### src/aapr_pkg.sv
// Shared types, widths and register indexes for the axis-angle point rotation block.
// No dependencies; compiled first.
`default_nettype none

package aapr_pkg;

  localparam int COORD_WIDTH_DEF = 32;

  // Q2.30 rotation coefficients
  localparam int Q_W    = 32;
  localparam int Q_FRAC = 30;
  localparam logic signed [Q_W-1:0] Q_ONE     = 32'sh4000_0000;
  localparam logic signed [Q_W-1:0] Q_NEG_ONE = 32'shC000_0000;

  // products of two Q2.30 values
  localparam int UP_W = 2 * Q_W;
  localparam logic signed [UP_W-1:0] Q_HALF = 64'sh0000_0000_2000_0000;

  // 1 - cos spans 0 .. 2.0, product of a rounded term with it
  localparam int OMC_W = Q_W + 1;
  localparam int OP_W  = Q_W + OMC_W;

  // matrix entries reach +/-3.0 in Q3.30
  localparam int M_W   = Q_W + 1;
  localparam int MAT_N = 9;

  // point latency, accept edge to the edge that takes the result
  localparam int LATENCY = 8;

  localparam int CFG_IDX_W = 4;
  localparam logic [CFG_IDX_W-1:0] REG_PIVOT_X = 4'd0;
  localparam logic [CFG_IDX_W-1:0] REG_PIVOT_Y = 4'd1;
  localparam logic [CFG_IDX_W-1:0] REG_PIVOT_Z = 4'd2;
  localparam logic [CFG_IDX_W-1:0] REG_AXIS_X  = 4'd3;
  localparam logic [CFG_IDX_W-1:0] REG_AXIS_Y  = 4'd4;
  localparam logic [CFG_IDX_W-1:0] REG_AXIS_Z  = 4'd5;
  localparam logic [CFG_IDX_W-1:0] REG_COS     = 4'd6;
  localparam logic [CFG_IDX_W-1:0] REG_SIN     = 4'd7;

  typedef logic signed [Q_W-1:0] q30_t;
  typedef logic signed [M_W-1:0] mat_ent_t;

  // clamped rotation coefficients
  typedef struct packed {
    q30_t ux;
    q30_t uy;
    q30_t uz;
    q30_t c;
    q30_t s;
  } rot_cfg_t;

  // row-major matrix, entry i*3+j, with its item valid
  typedef struct packed {
    logic                  valid;
    mat_ent_t [MAT_N-1:0]  m;
  } mat_bus_t;

endpackage

`default_nettype wire

### src/aapr_regs.sv
// Configuration register file: pivot and clamped Q2.30 rotation coefficients.
// Depends on aapr_pkg.
`default_nettype none

module aapr_regs #(
  parameter int COORD_WIDTH = aapr_pkg::COORD_WIDTH_DEF,
  parameter int CFG_W       = aapr_pkg::Q_W
) (
  input  wire logic                           clk,
  input  wire logic                           rst,
  input  wire logic                           cfg_we,
  input  wire logic [aapr_pkg::CFG_IDX_W-1:0] cfg_addr,
  input  wire logic [CFG_W-1:0]               cfg_wdata,
  output logic signed [COORD_WIDTH-1:0]       pivot_x,
  output logic signed [COORD_WIDTH-1:0]       pivot_y,
  output logic signed [COORD_WIDTH-1:0]       pivot_z,
  output aapr_pkg::rot_cfg_t                  rot
);
  import aapr_pkg::*;

  // out-of-range coefficients saturate to +/-1.0 on the way in
  function automatic q30_t clamp_q30(input logic [Q_W-1:0] v);
    q30_t sv;
    sv = $signed(v);
    if (sv > Q_ONE) begin
      sv = Q_ONE;
    end else if (sv < Q_NEG_ONE) begin
      sv = Q_NEG_ONE;
    end
    return sv;
  endfunction

  q30_t wq;
  assign wq = clamp_q30(cfg_wdata[Q_W-1:0]);

  always_ff @(posedge clk) begin
    if (rst) begin
      pivot_x <= '0;
      pivot_y <= '0;
      pivot_z <= '0;
      rot.ux  <= '0;
      rot.uy  <= '0;
      rot.uz  <= Q_ONE;
      rot.c   <= Q_ONE;
      rot.s   <= '0;
    end else if (cfg_we) begin
      case (cfg_addr)
        REG_PIVOT_X: pivot_x <= $signed(cfg_wdata[COORD_WIDTH-1:0]);
        REG_PIVOT_Y: pivot_y <= $signed(cfg_wdata[COORD_WIDTH-1:0]);
        REG_PIVOT_Z: pivot_z <= $signed(cfg_wdata[COORD_WIDTH-1:0]);
        REG_AXIS_X:  rot.ux  <= wq;
        REG_AXIS_Y:  rot.uy  <= wq;
        REG_AXIS_Z:  rot.uz  <= wq;
        REG_COS:     rot.c   <= wq;
        REG_SIN:     rot.s   <= wq;
        default: begin
        end
      endcase
    end
  end

endmodule

`default_nettype wire

### config.mk
export PLATFORM = sky130hd
export DESIGN_NAME = aapr_regs
export DESIGN_NICKNAME = d
export VERILOG_FILES = /design/src/aapr_pkg.sv /design/src/aapr_regs.sv
export SDC_FILE = /design/constraint.sdc
export NUM_CORES = 1
export LEC_CHECK = 0
export CELL_PAD_IN_SITES_DETAIL_PLACEMENT = 1
export CELL_PAD_IN_SITES_GLOBAL_PLACEMENT = 2
export CORE_ASPECT_RATIO = 1.4
export CORE_MARGIN = 1.5
export CORE_UTILIZATION = 41
export CTS_CLUSTER_DIAMETER = 60
export DETAILED_ROUTE_END_ITERATION = 10
export DONT_BUFFER_PORTS = 1
export PLACE_DENSITY = 0.81
export SKIP_CTS_REPAIR_TIMING = 1
export SYNTH_ARGS = -nofsm -noshare
export SYNTH_HDL_FRONTEND = slang
export SYNTH_SLANG_ARGS = --single-unit
export TNS_END_PERCENT = 10
### constraint.sdc
create_clock -name clk -period 3.9 [get_ports clk]
set_clock_uncertainty 0.05 [all_clocks]
set_input_delay 0.39 -clock clk [delete_from_list [all_inputs] [get_ports clk]]
set_output_delay 0.39 -clock clk [all_outputs]
set_load 0.05 [all_outputs]
## After elaboration in Yosys (flattened, before gate mapping)

Index checks and enable logic that the tools add are counted.

- Register bits: 256
- Logic and storage cells: 28

- Magnitude comparators: 2
- Eq/ne operators: 7
- Muxes and demuxes: 2
- Reduce and logical (&&, ||, !) cells: 9

Operators by type and width:

| kind | number |
|---|---|
| 2-to-1 mux 32 bit | 2 |
| greater-than comparator 32 bit (second input constant) | 1 |
| < comparator 32 x 31 -> 1 bit (second input constant) | 1 |
| == test 4 x 3 -> 1 bit (second input constant) | 4 |
| AND reduction 2 bit | 8 |
| == test 4 x 2 -> 1 bit (second input constant) | 2 |
| == test 4 x 1 -> 1 bit (second input constant) | 1 |
| logical NOT 4 bit | 1 |

## Longest topological paths before layout

- Depth after elaboration: 3
- Mapped depth: 6
- Gate-level depth less buffers: 3

## Worst setup path after synthesis

Ideal clock, no wire load.

- Path type: input port to flip-flop
- From: input port cfg_addr[3] (netlist bit)
- To: register rot[130] (netlist bit)
- Arrival time: 1,452 ps
- Required time: 3,734 ps
- Path slack: 2,282 ps
- Cell stages on the path: 5
- Path buffers: 2
- Path through: or3b_1 buf_2 buf_6 o211a_1 a31o_2

- Cells in the longest elaborated chain, start to end: 2

Ends and longest elaborated chain:

| what | line | source |
|---|---|---|
| start: declaration | aapr_regs.sv:12 | `input wire logic [aapr_pkg::CFG_IDX_W-1:0] cfg_addr,` |
| == test 4 x 2 -> 1 bit | aapr_regs.sv:47 | `case (cfg_addr)` |
| AND reduction 2 bit (no line) | -- |  |
| end: declaration | aapr_regs.sv:17 | `output aapr_pkg::rot_cfg_t rot` |

Every way passes these cells.
A chain may end at the register's enable or synchronous reset.

## Final worst setup path

- From: input port cfg_we
- To: register pivot_z[5]

- Cells in the longest elaborated chain, start to end: 1

Ends and longest elaborated chain:

| what | line | source |
|---|---|---|
| start: declaration | aapr_regs.sv:11 | `input wire logic cfg_we,` |
| AND reduction 2 bit (no line) | -- |  |
| end signal: assignment | aapr_regs.sv:50 | `REG_PIVOT_Z: pivot_z <= $signed(cfg_wdata[COORD_WIDTH-1:0]);` |
| end: declaration | aapr_regs.sv:16 | `output logic signed [COORD_WIDTH-1:0] pivot_z,` |

Every way passes these cells.

==> impl_results.md <==
- Synthesized net count: just under 1000
- Final #Nets: between 900 and 1000
- CP max stage cell: or3b_4
- Ys Warns: 0
- Initial antenna violation count: 1
- Worst EP required: between 4000 and 5000 ps
- Hold Path Cell Cnt: 2
- Vias per cell: 6.56
- Clk sinks: about 260
- Synth async-reset ratio: 0%
- Unrepaired setup endpoints after global routing: no
- CP top delay family: simple AND/OR/NAND/NOR gates
- Worst Max-Slew Pin Slew: ~1300 ps
- Design area: 0.0108 mm²
- DR pass1 iterations: 5
- Via count: 8113
- CTS H-tree lvls: 1
- Startpoint types: input port
- Max Slew Vio Count: 0
- Share of cells above drive strength 1: between 10% and 20%
- Final setup fails: 0
- Synthesized flop and latch total: between 200 and 300
- Main flop type after synthesis: dfxtp_1
- Violated checks: negative hold slack
- Die footprint: 0.0244 mm²
- I/O pins: just under 300
- Min-Delay Endpoint: pivot_z[15]$_SDFFE_PP0P_
- HPWL Detailed: 22.6 mm
- Largest family of logic cells by synthesized area: compound AO/OA/AOI/OAI gates
- VDD IR max: about 340 µV
- R2R setup slack: 2180 ps
- Fin Setup TNS: 0 ps
- Crit Path Class: in2reg
- Number of buffers added on ports: 0
- Final period utilization: roughly 52%
- Core ar.: approximately 0.023 mm²
- Complex-gate fraction of the synthesized area: between 30% and 40%
- Synth Area in Simple Gates: 9.49%
- Worst-path clk slew: ~70 ps
- Post-synthesis mux area share: 0%
- Worst setup EP type: register
- Cells after Synth: 953
- Total Wirelength: 35.5 mm
- Tot Pwr: between 5000 and 6000 µW
- Syn Std Cell Area: 0.00960 mm²
- Power per cell area: around 510 mW/mm²
- Min Hold Slack: -24.0 ps
- Worst path bufs/invs: 1
- Hold Fails Final Rpt: 5
- Syn Area/Cell: 10.1 µm²
- Max Cap Violations: 0
- CTS tree: built
- GRT Resource Usage Total: roughly a quarter
- Critical Path Max Stage Delay: approximately 930 ps
- Worst hold path class: in2reg
- DIE HEIGHT: approximately 180 µm
- Sequential share of the synthesized area: a little over half
- Worst R2R Start: pivot_z[5]$_SDFFE_PP0P_
- Drt drc: 0
- Area share of fa/ha/maj cells after synthesis: 0%
- Die Wd: between 100 and 150 µm
- Antenna viol nets, final: 0
- R2R cell count: 3
- Reg2reg end: pivot_z[5]$_SDFFE_PP0P_
- Lkg Pwr: between 0.003 and 0.004 µW
- Vias in the first global route: roughly 8000
- Final min period: 2010 ps
- Netlist cell types: 31
- CP Max Fanout: 100
- Skew-Pair Late Insertion Delay: 510 ps
- Placed inst area: just under 0.01 mm²
- EDFF count, synth: 0
- Slew headroom: 13.9%
- Worst hold start: cfg_wdata[15]
- Fmax: 496 MHz
- Max clock buf depth: 3
- Row Count: between 60 and 70
- Arr. time, crit path: around 2400 ps
- First-pass GRT wire length: approximately 50 mm
- Layout area overhead: 12.9%
- Largest net degree at the start of global routing: between 100 and 150
- CP Cell Sequence: or3b_4 > o21ai_0 > a21oi_1 > dlygate4sd3_1
- DRT iter0 DRCs: ~590
- Routability Congestion: ~0.80
- Total CTS buffers: 25
- Gr ovfl total: 0
- WL/cell: 28.7 µm
- Clk root buf: clkbuf_16
- Area share of xor/xnor cells in the synthesized design: 0%
- Status: finished, violations left
- Initial core utilization: 41.5%
[synth_stat cells (4+ instances only)]
master,n,area (µm²)
dfxtp_1,256,5120
a21oi_1,105,526
o21ai_0,103,515
nand3_1,101,505
a32o_1,100,1000
clkbuf_1,76,285
a31o_2,41,359
o211a_1,41,410
buf_2,34,170
nor3b_1,27,203
o211ai_1,14,105
o31ai_1,9,67.6
buf_1,6,22.5
nand2_1,6,22.5
buf_6,4,45.0
nor2b_1,4,25.0
nor3b_2,4,50.1
[kinds of logic (layout without fill, tap and decap cells)]
family	after synthesis	count (layout)
other cells	0	2
flops	256	256
buf+inv	122	98
simple gates	156	156
compound gates	419	419
[where the power goes]
group          internal (µW)  switching, µW  leakage, µW  total (µW)
sequential              2640            119      0.00207        2760
clock                   1440           1040     0.000413        2490
combinational           81.6            244      0.00140         326
total                   4170           1410      0.00388        5570
[registers in the layout, indices dropped and copies added, names as in the netlist]
| register | count |
|---|---|
| rot | 160 |
| pivot_x | 32 |
| pivot_y | 32 |
| pivot_z | 32 |
[how the worst max path moves through the flow]
| stage | cells past startpoint | from | end | slack (ps) |
|---|---|---|---|---|
| finish | 4 | cfg_we | pivot_z[5]$_SDFFE_PP0P_ | 1890 |
| global route | 4 | cfg_we | pivot_z[5]$_SDFFE_PP0P_ | 1810 |
| CTS | 4 | cfg_addr[1] | rot[123]$_SDFFE_PP0P_ | 2180 |
| detailed placement | 4 | cfg_addr[1] | rot[123]$_SDFFE_PP0P_ | 1640 |
| global placement | 4 | cfg_addr[1] | rot[124]$_SDFFE_PP0P_ | 1760 |
| floorplan | 5 | cfg_addr[3] | rot[130]$_SDFFE_PP0P_ | 2280 |
[metrics by stage]
step | utilization (%) | worst slack, ps | cells
detailed placement | 41.6 | 1640 | 1156
global route | 46.9 | 1810 | 1236
finish | 46.9 | 1890 | 1237
CTS | 45.3 | 2180 | 1201
global placement | 41.6 | 1760 | 1156
floorplan | - | 2280 | 953
[metal layers]
layer / global-route usage, % / share of wire [%]
met2: 44.4 / 49
met1: 30.2 / 37
met5: 0 / 0.037
met4: 11.4 / 3.7
met3: 10.2 / 10
[cell type report]
class | count | area (µm²)
Fill cell | 2502 | 12300
Sequential cell | 256 | 5120
Multi-Input combinational cell | 575 | 3980
Clock buffer | 34 | 729
Timing Repair Buffer | 51 | 485
Tap cell | 306 | 383
Clock inverter | 11 | 120
Inverter | 2 | 7.51
Antenna cell | 2 | 5.00
[placed cells by master, fill, tap and decap left out, types with 3 or more instances in the layout]
master / n
nand2_1: 5
a21oi_1: 104
o211a_1: 41
a31o_2: 41
clkbuf_16: 25
clkinvlp_4: 3
clkinv_2: 4
o211ai_1: 14
o31ai_1: 9
dlygate4sd3_1: 33
o21ai_0: 103
dfxtp_1: 256
a211oi_1: 3
clkbuf_8: 7
nand3_1: 101
a32o_1: 100
nor3b_2: 5
nor3b_1: 26
a21oi_2: 4
buf_4: 17
nor2_2: 4
Power figures use the tool's default switching activity.
